`src/rtl/dd_odo_pkg.sv`:
```
// ----------------------------------------------------------------------------
// dd_odo_pkg
// Types, constants and tables shared by the odometry modules.
// ----------------------------------------------------------------------------
`default_nettype none

package dd_odo_pkg;

   localparam int CORDIC_STEPS = 16;
   localparam int POS_WIDTH    = 48;

   localparam int SPEED_W      = 16;
   localparam int ANGLE_W      = 32;
   localparam int CFG_W        = 32;
   localparam int CSR_INDEX_W  = 2;
   localparam int CV_W         = 34;   // CORDIC vector and angle width
   localparam int DIVIDEND_W   = 46;   // turn magnitude with 16 low bits removed
   localparam int DIVISOR_W    = 16;
   localparam int ITER_W       = $clog2(CORDIC_STEPS + 1);
   localparam int DIV_CNT_W    = $clog2(DIVIDEND_W + 1);

   localparam logic [29:0]     TURN_PER_RAD    = 30'd683565276;
   localparam logic [CV_W-1:0] CORDIC_INV_GAIN = CV_W'(652032874);

   localparam logic [15:0]        WHEEL_BASE_RESET = 16'd100;
   localparam logic [15:0]        STEP_TIME_RESET  = 16'd1311;
   localparam logic [ANGLE_W-1:0] HEADING_RESET    = 32'd357913941;

   typedef enum logic [CSR_INDEX_W-1:0] {
      CSR_WHEEL_BASE   = 2'd0,
      CSR_STEP_TIME    = 2'd1,
      CSR_INIT_HEADING = 2'd2
   } csr_index_type;

   typedef enum logic [3:0] {
      S_IDLE, S_MAG0, S_MAG1, S_DIST, S_DIV, S_HEAD,
      S_CORD, S_MULX, S_ADDX, S_MULY, S_ADDY, S_OUT
   } state_type;

   typedef struct packed {
      logic signed [SPEED_W-1:0] right_speed;
      logic signed [SPEED_W-1:0] left_speed;
   } req_payload_type;

   typedef struct packed {
      logic signed [POS_WIDTH-1:0] pos_x;
      logic signed [POS_WIDTH-1:0] pos_y;
   } rsp_payload_type;

   typedef struct packed {
      logic                  done;
      logic [DIVIDEND_W-1:0] quot;
      logic [DIVISOR_W-1:0]  rem;
   } div_res_type;

   typedef struct packed {
      logic                   done;
      logic signed [CV_W-1:0] cos_val;
      logic signed [CV_W-1:0] sin_val;
   } cordic_res_type;

   // Arctangent of 2^-k as a 32-bit binary angle.
   function automatic logic [ANGLE_W-1:0] atan_entry(input logic [4:0] k);
      logic [ANGLE_W-1:0] a;
      case (k)
         5'd0:  a = 32'h20000000;
         5'd1:  a = 32'h12E4051E;
         5'd2:  a = 32'h09FB385B;
         5'd3:  a = 32'h051111D4;
         5'd4:  a = 32'h028B0D43;
         5'd5:  a = 32'h0145D7E1;
         5'd6:  a = 32'h00A2F61E;
         5'd7:  a = 32'h00517C55;
         5'd8:  a = 32'h0028BE53;
         5'd9:  a = 32'h00145F2F;
         5'd10: a = 32'h000A2F98;
         5'd11: a = 32'h000517CC;
         5'd12: a = 32'h00028BE6;
         5'd13: a = 32'h000145F3;
         5'd14: a = 32'h0000A2FA;
         5'd15: a = 32'h0000517D;
         5'd16: a = 32'h000028BE;
         5'd17: a = 32'h0000145F;
         5'd18: a = 32'h00000A30;
         5'd19: a = 32'h00000518;
         5'd20: a = 32'h0000028C;
         5'd21: a = 32'h00000146;
         5'd22: a = 32'h000000A3;
         5'd23: a = 32'h00000051;
         5'd24: a = 32'h00000029;
         5'd25: a = 32'h00000014;
         5'd26: a = 32'h0000000A;
         5'd27: a = 32'h00000005;
         5'd28: a = 32'h00000003;
         5'd29: a = 32'h00000001;
         5'd30: a = 32'h00000001;
         default: a = 32'h00000000;
      endcase
      return a;
   endfunction

endpackage

`default_nettype wire

```
`src/rtl/dd_odo_div.sv`:
```
// ----------------------------------------------------------------------------
// dd_odo_div
// Restoring divider, one quotient bit per cycle.
// ----------------------------------------------------------------------------
`default_nettype none

module dd_odo_div (
   input  wire logic                              clock,
   input  wire logic                              reset,
   input  wire logic                              start,
   input  wire logic [dd_odo_pkg::DIVIDEND_W-1:0] dividend,
   input  wire logic [dd_odo_pkg::DIVISOR_W-1:0]  divisor,
   output dd_odo_pkg::div_res_type                res
);
   import dd_odo_pkg::*;

   logic                  busy_ff, busy_in;
   logic                  done_ff, done_in;
   logic [DIV_CNT_W-1:0]  cnt_ff, cnt_in;
   logic [DIVISOR_W-1:0]  rem_ff, rem_in;
   logic [DIVIDEND_W-1:0] qd_ff, qd_in;
   logic [DIVISOR_W:0]    trial;
   logic                  fits;

   always_comb begin
      trial   = {rem_ff, qd_ff[DIVIDEND_W-1]};
      fits    = (trial >= {1'b0, divisor});
      busy_in = busy_ff;
      done_in = 1'b0;
      cnt_in  = cnt_ff;
      rem_in  = rem_ff;
      qd_in   = qd_ff;
      if (start) begin
         busy_in = 1'b1;
         cnt_in  = DIV_CNT_W'(DIVIDEND_W);
         rem_in  = '0;
         qd_in   = dividend;
      end else if (busy_ff) begin
         // shift in one dividend bit, subtract when it fits
         rem_in = fits ? DIVISOR_W'(trial - {1'b0, divisor}) : trial[DIVISOR_W-1:0];
         qd_in  = {qd_ff[DIVIDEND_W-2:0], fits};
         cnt_in = cnt_ff - 1'b1;
         if (cnt_ff == DIV_CNT_W'(1)) begin
            busy_in = 1'b0;
            done_in = 1'b1;
         end
      end
   end

   always_ff @(posedge clock) begin
      if (reset) begin
         busy_ff <= 1'b0;
         done_ff <= 1'b0;
         cnt_ff  <= '0;
      end else begin
         busy_ff <= busy_in;
         done_ff <= done_in;
         cnt_ff  <= cnt_in;
      end
      rem_ff <= rem_in;
      qd_ff  <= qd_in;
   end

   assign res.done = done_ff;
   assign res.quot = qd_ff;
   assign res.rem  = rem_ff;

endmodule

`default_nettype wire

```
`src/rtl/dd_odo_cordic.sv`:
```
// ----------------------------------------------------------------------------
// dd_odo_cordic
// Rotation-mode CORDIC, one micro-rotation per cycle.
// ----------------------------------------------------------------------------
`default_nettype none

module dd_odo_cordic (
   input  wire logic                           clock,
   input  wire logic                           reset,
   input  wire logic                           start,
   input  wire logic [dd_odo_pkg::ANGLE_W-1:0] angle,
   output dd_odo_pkg::cordic_res_type          res
);
   import dd_odo_pkg::*;

   logic                   busy_ff, busy_in;
   logic                   done_ff, done_in;
   logic                   flip_ff, flip_in;
   logic [ITER_W-1:0]      iter_ff, iter_in;
   logic signed [CV_W-1:0] x_ff, x_in, y_ff, y_in, z_ff, z_in;
   logic [4:0]             k;
   logic signed [CV_W-1:0] xs, ys, at;
   logic [ANGLE_W-1:0]     folded;

   always_comb begin
      k       = 5'(iter_ff);
      xs      = x_ff >>> k;
      ys      = y_ff >>> k;
      at      = signed'(CV_W'(atan_entry(k)));
      folded  = angle;
      busy_in = busy_ff;
      done_in = 1'b0;
      flip_in = flip_ff;
      iter_in = iter_ff;
      x_in    = x_ff;
      y_in    = y_ff;
      z_in    = z_ff;
      if (start) begin
         // fold second and third quadrants by a half turn
         flip_in = angle[ANGLE_W-1] ^ angle[ANGLE_W-2];
         folded  = {angle[ANGLE_W-1] ^ flip_in, angle[ANGLE_W-2:0]};
         x_in    = CORDIC_INV_GAIN;
         y_in    = '0;
         z_in    = CV_W'(signed'(folded));
         iter_in = '0;
         busy_in = 1'b1;
      end else if (busy_ff) begin
         if (!z_ff[CV_W-1]) begin
            x_in = x_ff - ys;
            y_in = y_ff + xs;
            z_in = z_ff - at;
         end else begin
            x_in = x_ff + ys;
            y_in = y_ff - xs;
            z_in = z_ff + at;
         end
         iter_in = iter_ff + 1'b1;
         if (iter_ff == ITER_W'(CORDIC_STEPS - 1)) begin
            busy_in = 1'b0;
            done_in = 1'b1;
         end
      end
   end

   always_ff @(posedge clock) begin
      if (reset) begin
         busy_ff <= 1'b0;
         done_ff <= 1'b0;
         iter_ff <= '0;
      end else begin
         busy_ff <= busy_in;
         done_ff <= done_in;
         iter_ff <= iter_in;
      end
      flip_ff <= flip_in;
      x_ff    <= x_in;
      y_ff    <= y_in;
      z_ff    <= z_in;
   end

   assign res.done    = done_ff;
   assign res.cos_val = flip_ff ? -x_ff : x_ff;
   assign res.sin_val = flip_ff ? -y_ff : y_ff;

endmodule

`default_nettype wire

```
`src/rtl/differential_drive_odometry.sv`:
```
// ----------------------------------------------------------------------------
// differential_drive_odometry
// Midpoint-rule odometry: wheel speeds in, new x/y position out.
// ----------------------------------------------------------------------------
//
//   channel  | direction | handshake          | beat carries
//   ---------+-----------+--------------------+------------------------------
//   req_     | in        | req_valid/stall    | right_speed, left_speed
//   rsp_     | out       | rsp_valid/stall    | pos_x, pos_y (Q.16 mm)
//   csr_     | in        | csr_wr_en          | index, write data
//
// A beat runs from acceptance to a valid result through the bit-serial turn
// divider and the CORDIC iterations, and its products are taken in turn on
// the shared 32x32 multiplier. No new beat is taken while one is in work.
// req_stall stays high from acceptance until the result is in the output
// register. A stalled result holds; the next beat is accepted meanwhile and
// waits only at the final load. Reset is synchronous, clears the position and
// loads the reset heading.
// ----------------------------------------------------------------------------
`default_nettype none

module differential_drive_odometry (
   input  wire logic                                clock,
   input  wire logic                                reset,
   input  wire logic                                req_valid,
   output      logic                                req_stall,
   input  wire dd_odo_pkg::req_payload_type         req_payload,
   output      logic                                rsp_valid,
   input  wire logic                                rsp_stall,
   output      dd_odo_pkg::rsp_payload_type         rsp_payload,
   input  wire logic                                csr_wr_en,
   input  wire logic [dd_odo_pkg::CSR_INDEX_W-1:0]  csr_index,
   input  wire logic [dd_odo_pkg::CFG_W-1:0]        csr_wdata
);
   import dd_odo_pkg::*;

   // Saturation is done one headroom bit above the wider of pose and step.
   localparam int SUM_W = ((POS_WIDTH > 34) ? POS_WIDTH : 34) + 1;

   state_type state_ff, state_in;

   // configuration
   logic [15:0]        wheel_base_ff, step_time_ff;

   // pose
   logic signed [POS_WIDTH-1:0] pose_x_ff, pose_y_ff;
   logic [ANGLE_W-1:0]          heading_ff;

   // working registers
   req_payload_type req_ff;
   logic [63:0]     prod_ff;
   logic [15:0]     mag_lo_ff;
   logic [31:0]     d2_ff;
   logic            rsp_valid_ff;
   rsp_payload_type rsp_payload_ff;

   // shared multiplier
   logic [31:0] mul_a, mul_b;
   logic [63:0] product;

   logic               accept;
   logic signed [16:0] diff, sum;
   logic [15:0]        adiff;
   logic [16:0]        asum;
   logic [15:0]        base_eff;
   logic               div_start, cordic_start;
   div_res_type        div_res;
   cordic_res_type     cordic_res;

   logic               round_up;
   logic [ANGLE_W-1:0] full, half, mid;
   logic [33:0]        q_plus;

   logic signed [CV_W-1:0] trig;
   logic [CV_W-1:0]        trig_mag;
   logic                   disp_neg;
   logic [63:0]            rounded;
   logic signed [SUM_W-1:0] disp, pose_sel, pose_sum;
   logic signed [POS_WIDTH-1:0] pose_sat;
   logic                   rsp_load;

   assign accept    = req_valid && !req_stall;
   assign req_stall = (state_ff != S_IDLE);
   assign base_eff  = (wheel_base_ff == 16'd0) ? 16'd1 : wheel_base_ff;

   always_comb begin
      diff  = 17'(req_ff.right_speed) - 17'(req_ff.left_speed);
      sum   = 17'(req_ff.right_speed) + 17'(req_ff.left_speed);
      adiff = diff[16] ? 16'(-diff) : diff[15:0];
      asum  = sum[16] ? 17'(-sum) : 17'(sum);
   end

   // operand select for the one multiplier
   always_comb begin
      trig     = (state_ff == S_MULY || state_ff == S_ADDY) ? cordic_res.sin_val
                                                            : cordic_res.cos_val;
      trig_mag = trig[CV_W-1] ? CV_W'(-trig) : CV_W'(trig);
      case (state_ff)
         S_MAG0: begin
            mul_a = 32'(adiff);
            mul_b = 32'(step_time_ff);
         end
         S_MAG1: begin
            mul_a = prod_ff[31:0];
            mul_b = 32'(TURN_PER_RAD);
         end
         S_DIST: begin
            mul_a = 32'(asum);
            mul_b = 32'(step_time_ff);
         end
         default: begin
            mul_a = d2_ff;
            mul_b = trig_mag[31:0];
         end
      endcase
      product = 64'(mul_a) * 64'(mul_b);
   end

   // heading update: round the quotient to nearest, derive the half turn
   always_comb begin
      round_up = ({div_res.rem, mag_lo_ff} >= {1'b0, base_eff, 15'd0});
      full     = div_res.quot[ANGLE_W-1:0] + ANGLE_W'(round_up);
      q_plus   = {1'b0, div_res.quot[32:0]} + 34'd1;
      half     = q_plus[32:1];
      if (diff[16]) begin
         full = -full;
         half = -half;
      end
      mid = heading_ff + half;
   end

   // displacement: round(|d2| * |c| / 2^31), then sign and saturate
   always_comb begin
      disp_neg = sum[16] ^ trig[CV_W-1];
      rounded  = (prod_ff + 64'h40000000) >> 31;
      disp     = disp_neg ? -SUM_W'(signed'({1'b0, rounded[32:0]}))
                          :  SUM_W'(signed'({1'b0, rounded[32:0]}));
      pose_sel = (state_ff == S_ADDY) ? SUM_W'(pose_y_ff) : SUM_W'(pose_x_ff);
      pose_sum = pose_sel + disp;
      if (pose_sum[SUM_W-1:POS_WIDTH-1] == '0 ||
          pose_sum[SUM_W-1:POS_WIDTH-1] == '1) begin
         pose_sat = pose_sum[POS_WIDTH-1:0];
      end else if (pose_sum[SUM_W-1]) begin
         pose_sat = {1'b1, {(POS_WIDTH-1){1'b0}}};
      end else begin
         pose_sat = {1'b0, {(POS_WIDTH-1){1'b1}}};
      end
   end

   assign div_start    = (state_ff == S_DIST);
   assign cordic_start = (state_ff == S_HEAD);
   assign rsp_load     = (state_ff == S_OUT) && (!rsp_valid_ff || !rsp_stall);

   // sequencer
   always_comb begin
      state_in = state_ff;
      case (state_ff)
         S_IDLE: if (accept) state_in = S_MAG0;
         S_MAG0: state_in = S_MAG1;
         S_MAG1: state_in = S_DIST;
         S_DIST: state_in = S_DIV;
         S_DIV:  if (div_res.done) state_in = S_HEAD;
         S_HEAD: state_in = S_CORD;
         S_CORD: if (cordic_res.done) state_in = S_MULX;
         S_MULX: state_in = S_ADDX;
         S_ADDX: state_in = S_MULY;
         S_MULY: state_in = S_ADDY;
         S_ADDY: state_in = S_OUT;
         S_OUT:  if (rsp_load) state_in = S_IDLE;
         default: state_in = S_IDLE;
      endcase
   end

   always_ff @(posedge clock) begin
      if (reset) begin
         state_ff <= S_IDLE;
      end else begin
         state_ff <= state_in;
      end
   end

   // configuration, pose and output register
   always_ff @(posedge clock) begin
      if (reset) begin
         wheel_base_ff   <= WHEEL_BASE_RESET;
         step_time_ff    <= STEP_TIME_RESET;
         heading_ff      <= HEADING_RESET;
         pose_x_ff       <= '0;
         pose_y_ff       <= '0;
         rsp_valid_ff    <= 1'b0;
      end else begin
         if (state_ff == S_HEAD) heading_ff <= heading_ff + full;
         if (state_ff == S_ADDX) pose_x_ff <= pose_sat;
         if (state_ff == S_ADDY) pose_y_ff <= pose_sat;
         if (csr_wr_en) begin
            case (csr_index)
               CSR_WHEEL_BASE:   wheel_base_ff <= csr_wdata[15:0];
               CSR_STEP_TIME:    step_time_ff  <= csr_wdata[15:0];
               CSR_INIT_HEADING: begin
                  // load the heading at once
                  heading_ff      <= csr_wdata[ANGLE_W-1:0];
               end
               default: ;
            endcase
         end
         if (rsp_load) begin
            rsp_valid_ff <= 1'b1;
         end else if (!rsp_stall) begin
            rsp_valid_ff <= 1'b0;
         end
      end
   end

   // datapath registers, no reset needed
   always_ff @(posedge clock) begin
      if (accept) req_ff <= req_payload;
      case (state_ff)
         S_MAG0, S_MAG1, S_MULX, S_MULY: prod_ff <= product;
         S_DIST: begin
            mag_lo_ff <= prod_ff[15:0];
            d2_ff     <= product[31:0];
         end
         default: ;
      endcase
      if (rsp_load) begin
         rsp_payload_ff.pos_x <= pose_x_ff;
         rsp_payload_ff.pos_y <= pose_y_ff;
      end
   end

   dd_odo_div u_div (
      .clock    (clock),
      .reset    (reset),
      .start    (div_start),
      .dividend (prod_ff[61:16]),
      .divisor  (base_eff),
      .res      (div_res)
   );

   dd_odo_cordic u_cordic (
      .clock (clock),
      .reset (reset),
      .start (cordic_start),
      .angle (mid),
      .res   (cordic_res)
   );

   assign rsp_valid   = rsp_valid_ff;
   assign rsp_payload = rsp_payload_ff;

endmodule

`default_nettype wire

```
`config.mk`:
```
export PLATFORM = sky130hd
export DESIGN_NAME = differential_drive_odometry
export DESIGN_NICKNAME = d
export VERILOG_FILES = /design/src/rtl/dd_odo_pkg.sv /design/src/rtl/dd_odo_div.sv /design/src/rtl/dd_odo_cordic.sv /design/src/rtl/differential_drive_odometry.sv
export SDC_FILE = /design/constraint.sdc
export NUM_CORES = 2
export LEC_CHECK = 0
export BUFFER_PORTS_ARGS = -buffer_cell sky130_fd_sc_hd__buf_4
export CAP_MARGIN = 10
export CORE_UTILIZATION = 60
export DETAILED_ROUTE_END_ITERATION = 10
export PLACE_DENSITY = 0.78
export SYNTH_ARGS = -nofsm -noshare
export SYNTH_HDL_FRONTEND = slang
export SYNTH_SLANG_ARGS = --single-unit
```
`constraint.sdc`:
```
create_clock -name clock -period 10.3 [get_ports clock]
set_input_delay 2.06 -clock clock [delete_from_list [all_inputs] [get_ports clock]]
set_output_delay 2.06 -clock clock [all_outputs]
set_load 0.05 [all_outputs]
```
==> flow_summary.ini <==
[worst_setup_path]
critPathMaxFanout = 7
worstSetupEndpointType = flop
startpoint_type = flop
crit_arrival_ns = 11.30
cp_slowest_stage_delay_ns = 0.55
crit_top_cell = fa_1
cp_slowest_cell = fa_1
path_class = flop to flop
crit_start = state_ff[0]$_SDFFE_PP0P_
timing.rr.start = state_ff[0]$_SDFFE_PP0P_
worstPathRequired_ns = 10.72

[placed_design]
dp_hpwl_mm = 243
gp_congestion = 1.04
port_buffers = 168

[synthesis]
synth-compound-area-share_pct = 14.2
async_reset_ff_share_pct = 0
synth_nets = 11400
synth_commonest_cells = nand2_1, inv_1, fa_1
synth_area_um2 = 83700
postSynthCellCount = 9894
synth-seq-area-share_pct = 18.6
netlist.area_leader.share_pct = 21.6
synth_area_leaders = fa_1, edfxtp_1, ha_1, dfxtp_1, nand2_1
ys_warn_count = 0
synth-seq-cells = 615
synthFlopType = edfxtp_1
synth.most_common_cell = nand2_1
yosysTopAreaCell = fa_1
synth-xor-area-share_pct = 7.21
synth_top_family_by_area = adder cells
avgSynthCellArea_um2 = 8.46
muxShareOfSynthArea_pct = 4.30
ys_types = 103
synthAdderAreaFrac_pct = 29.9
yosys.area_share.simple_pct = 17.8
synth_edf_count = 321

[sta]
fmax_mhz = 92.0
finalHoldViolations = 0
drv_slew = 0
worst_slack_ns = -0.570
worst_pin_slew_ns = 1.22
grt_setup_unrepaired = true
setup_viol = 40
relSlewSlack_pct = 18.3
whs_ns = 0.459
fin_crit_ns = 10.87
fin_skew_ns = 0.0477
fin_crit_sh_pct = 106

[run_status]
status = complete, but fails checks
violations = negative setup slack

[global_route]
grtUsageTotal_pct = 42.8
grt_pass1_wl_mm = 459
grt_pass1_vias = 78100
grt_max_degree = 94
antenna_found_initial = 4
grt_remaining_overflow = 0

[job]
cap_violations = 0

[die]
start_util_pct = 60.6
row_count = 136
die_h_um = 375
core_area_um2 = 138000
die_w_um = 375
io_pins = 169
die-area_um2 = 141000

[clock_network]
clkLatencyLatePin_ns = 0.70
clkSinkCount = 615
clockBufferDepth = 3
h-tree-depth = 3
cts-root-buf = clkbuf_16
numCtsBuffers = 73
clkTransAtPathRegs_ns = 0.06
cts_tree = done

[routing]
drtAntennaViolNets = 0
first_pass_iters = 11
wl_per_cell_um = 24.6
drc = 0
postRouteWirelength_mm = 306
vias = 77600
first_iter_violations = 8094
viasPerCell = 6.25

[layout]
layout.nets = 12000
drive_gt1_share_pct = 16.7
syn_to_final_growth_pct = 16.6

[worst_hold_path]
hp-start = pose_y_ff[31]$_SDFFE_PP0P_
min_path_type = flop to flop
-- worst max-delay path: cells and delay by family, from the launching register on --
kind,cells,cell delay [ns]
AND/OR/NAND/NOR,7,1.51
flip-flops,1,0.35
AO/OA/AOI/OAI,12,2.43
multiplexers,1,0.54
buffers and inverters,10,1.17
adder cells (fa/ha/maj),10,4.37
XOR/XNOR,2,0.24
-- path summary, 6_finish.rpt --
path,slack [ns],endpoint,cells past startpoint
setup / recovery,-0.57,prod_ff[60]$_DFFE_PP_,42
hold / removal,0.46,rsp_payload[31]$_DFFE_PP_,0
setup reg to reg,-0.57,prod_ff[60]$_DFFE_PP_,42
hold reg to reg,0.46,rsp_payload[31]$_DFFE_PP_,0
-- per-stage QoR --
stage          util [%]  TNS, ns  worst slack [ns]  cell area [um^2]  cells
2_1_floorplan         -        0            0.0141             83700   9894
3_3_place_gp       67.0   -28.28             -1.36             92500  12200
3_5_place_dp       67.0   -32.21             -1.53             92500  12200
4_1_cts            69.7    -5.56            -0.432             96100  12400
5_1_grt            70.7   -24.95            -0.788             97600  12400
6_report           70.7    -9.32            -0.570             97600  12400
-- kinds of logic (layout without fill, tap and decap cells) --
kind of cell | after synthesis | count (layout)
compound gates | 1834 | 1834
xor+xnor | 687 | 687
fa+ha+maj | 1461 | 1461
buf+inv | 1735 | 2404
flops | 615 | 615
mux | 251 | 251
other cells | 0 | 3
simple gates | 3311 | 3311
-- flip-flops by register name, indices dropped and copies added, names as in the netlist, 5 cells and up --
| signal | flops |
|---|---|
| prod_ff | 64 |
| u_div.cnt_ff | 6 |
| u_div.rem_ff | 16 |
| heading_ff | 32 |
| pose_y_ff | 48 |
| wheel_base_ff | 16 |
| u_div.qd_ff | 46 |
| u_cordic.iter_ff | 5 |
| rsp_payload | 96 |
| pose_x_ff | 48 |
| req_ff | 32 |
| u_cordic.z_ff | 34 |
| u_cordic.at | 30 |
| d2_ff | 32 |
| u_cordic.x_ff | 34 |
| u_cordic.y_ff | 34 |
| step_time_ff | 16 |
| mag_lo_ff | 16 |
-- per-layer routing --
metal / vias up / part of all wire, % / global-route usage (%)
li1: 34400 / - / -
met1: 37800 / 37 / 52.4
met2: 4311 / 46 / 68.5
met3: 1136 / 10 / 9.55
met4: 4 / 7.7 / 27.0
met5: - / 0.010 / 0
-- cell type report --
| class | count | area (um^2) |
|---|---|---|
| fillers | 10800 | 40400 |
| diodes | 3 | 7.51 |
| inverters | 1145 | 4300 |
| well taps | 1863 | 2330 |
| clock buffers | 92 | 2030 |
| clock inverters | 44 | 428 |
| flip-flops and latches | 615 | 15500 |
| multi-input cells | 7544 | 63500 |
| repair buffers | 1123 | 9440 |
-- cells in the final DEF (no fill, tap or decap), types with 36 or more instances in the layout --
master,instances
and3_1,100
clkbuf_16,78
xnor2_1,383
buf_6,51
nor2b_1,63
nor2_1,779
ha_1,527
nand3_1,150
a21oi_1,488
inv_2,36
a211oi_1,87
mux2i_1,134
nor4_1,42
o211ai_1,48
nor3_1,157
fa_1,880
or3_1,46
mux4_2,84
nand4_1,66
edfxtp_1,321
o31ai_1,42
dfxtp_1,289
buf_12,61
o21bai_1,38
a31oi_1,122
nand2_1,1458
buf_4,1004
xor2_1,266
and2_1,110
a21o_1,165
o21a_1,58
inv_1,1106
o21ai_0,313
nand2b_1,91
-- what timing repair did --
| item | in CTS | in global routing |
|---|---|---|
| endpoints found under the setup margin | 54 | 56 |
| pin swaps | 144 | 142 |
| resized for setup | 202 | 227 |
| hold buffers | 0 | 0 |
| buffers inserted | 47 | 45 |
Power is not shown: default switching activity piles up to over one toggle a cycle in this logic, so the estimate is an artifact.
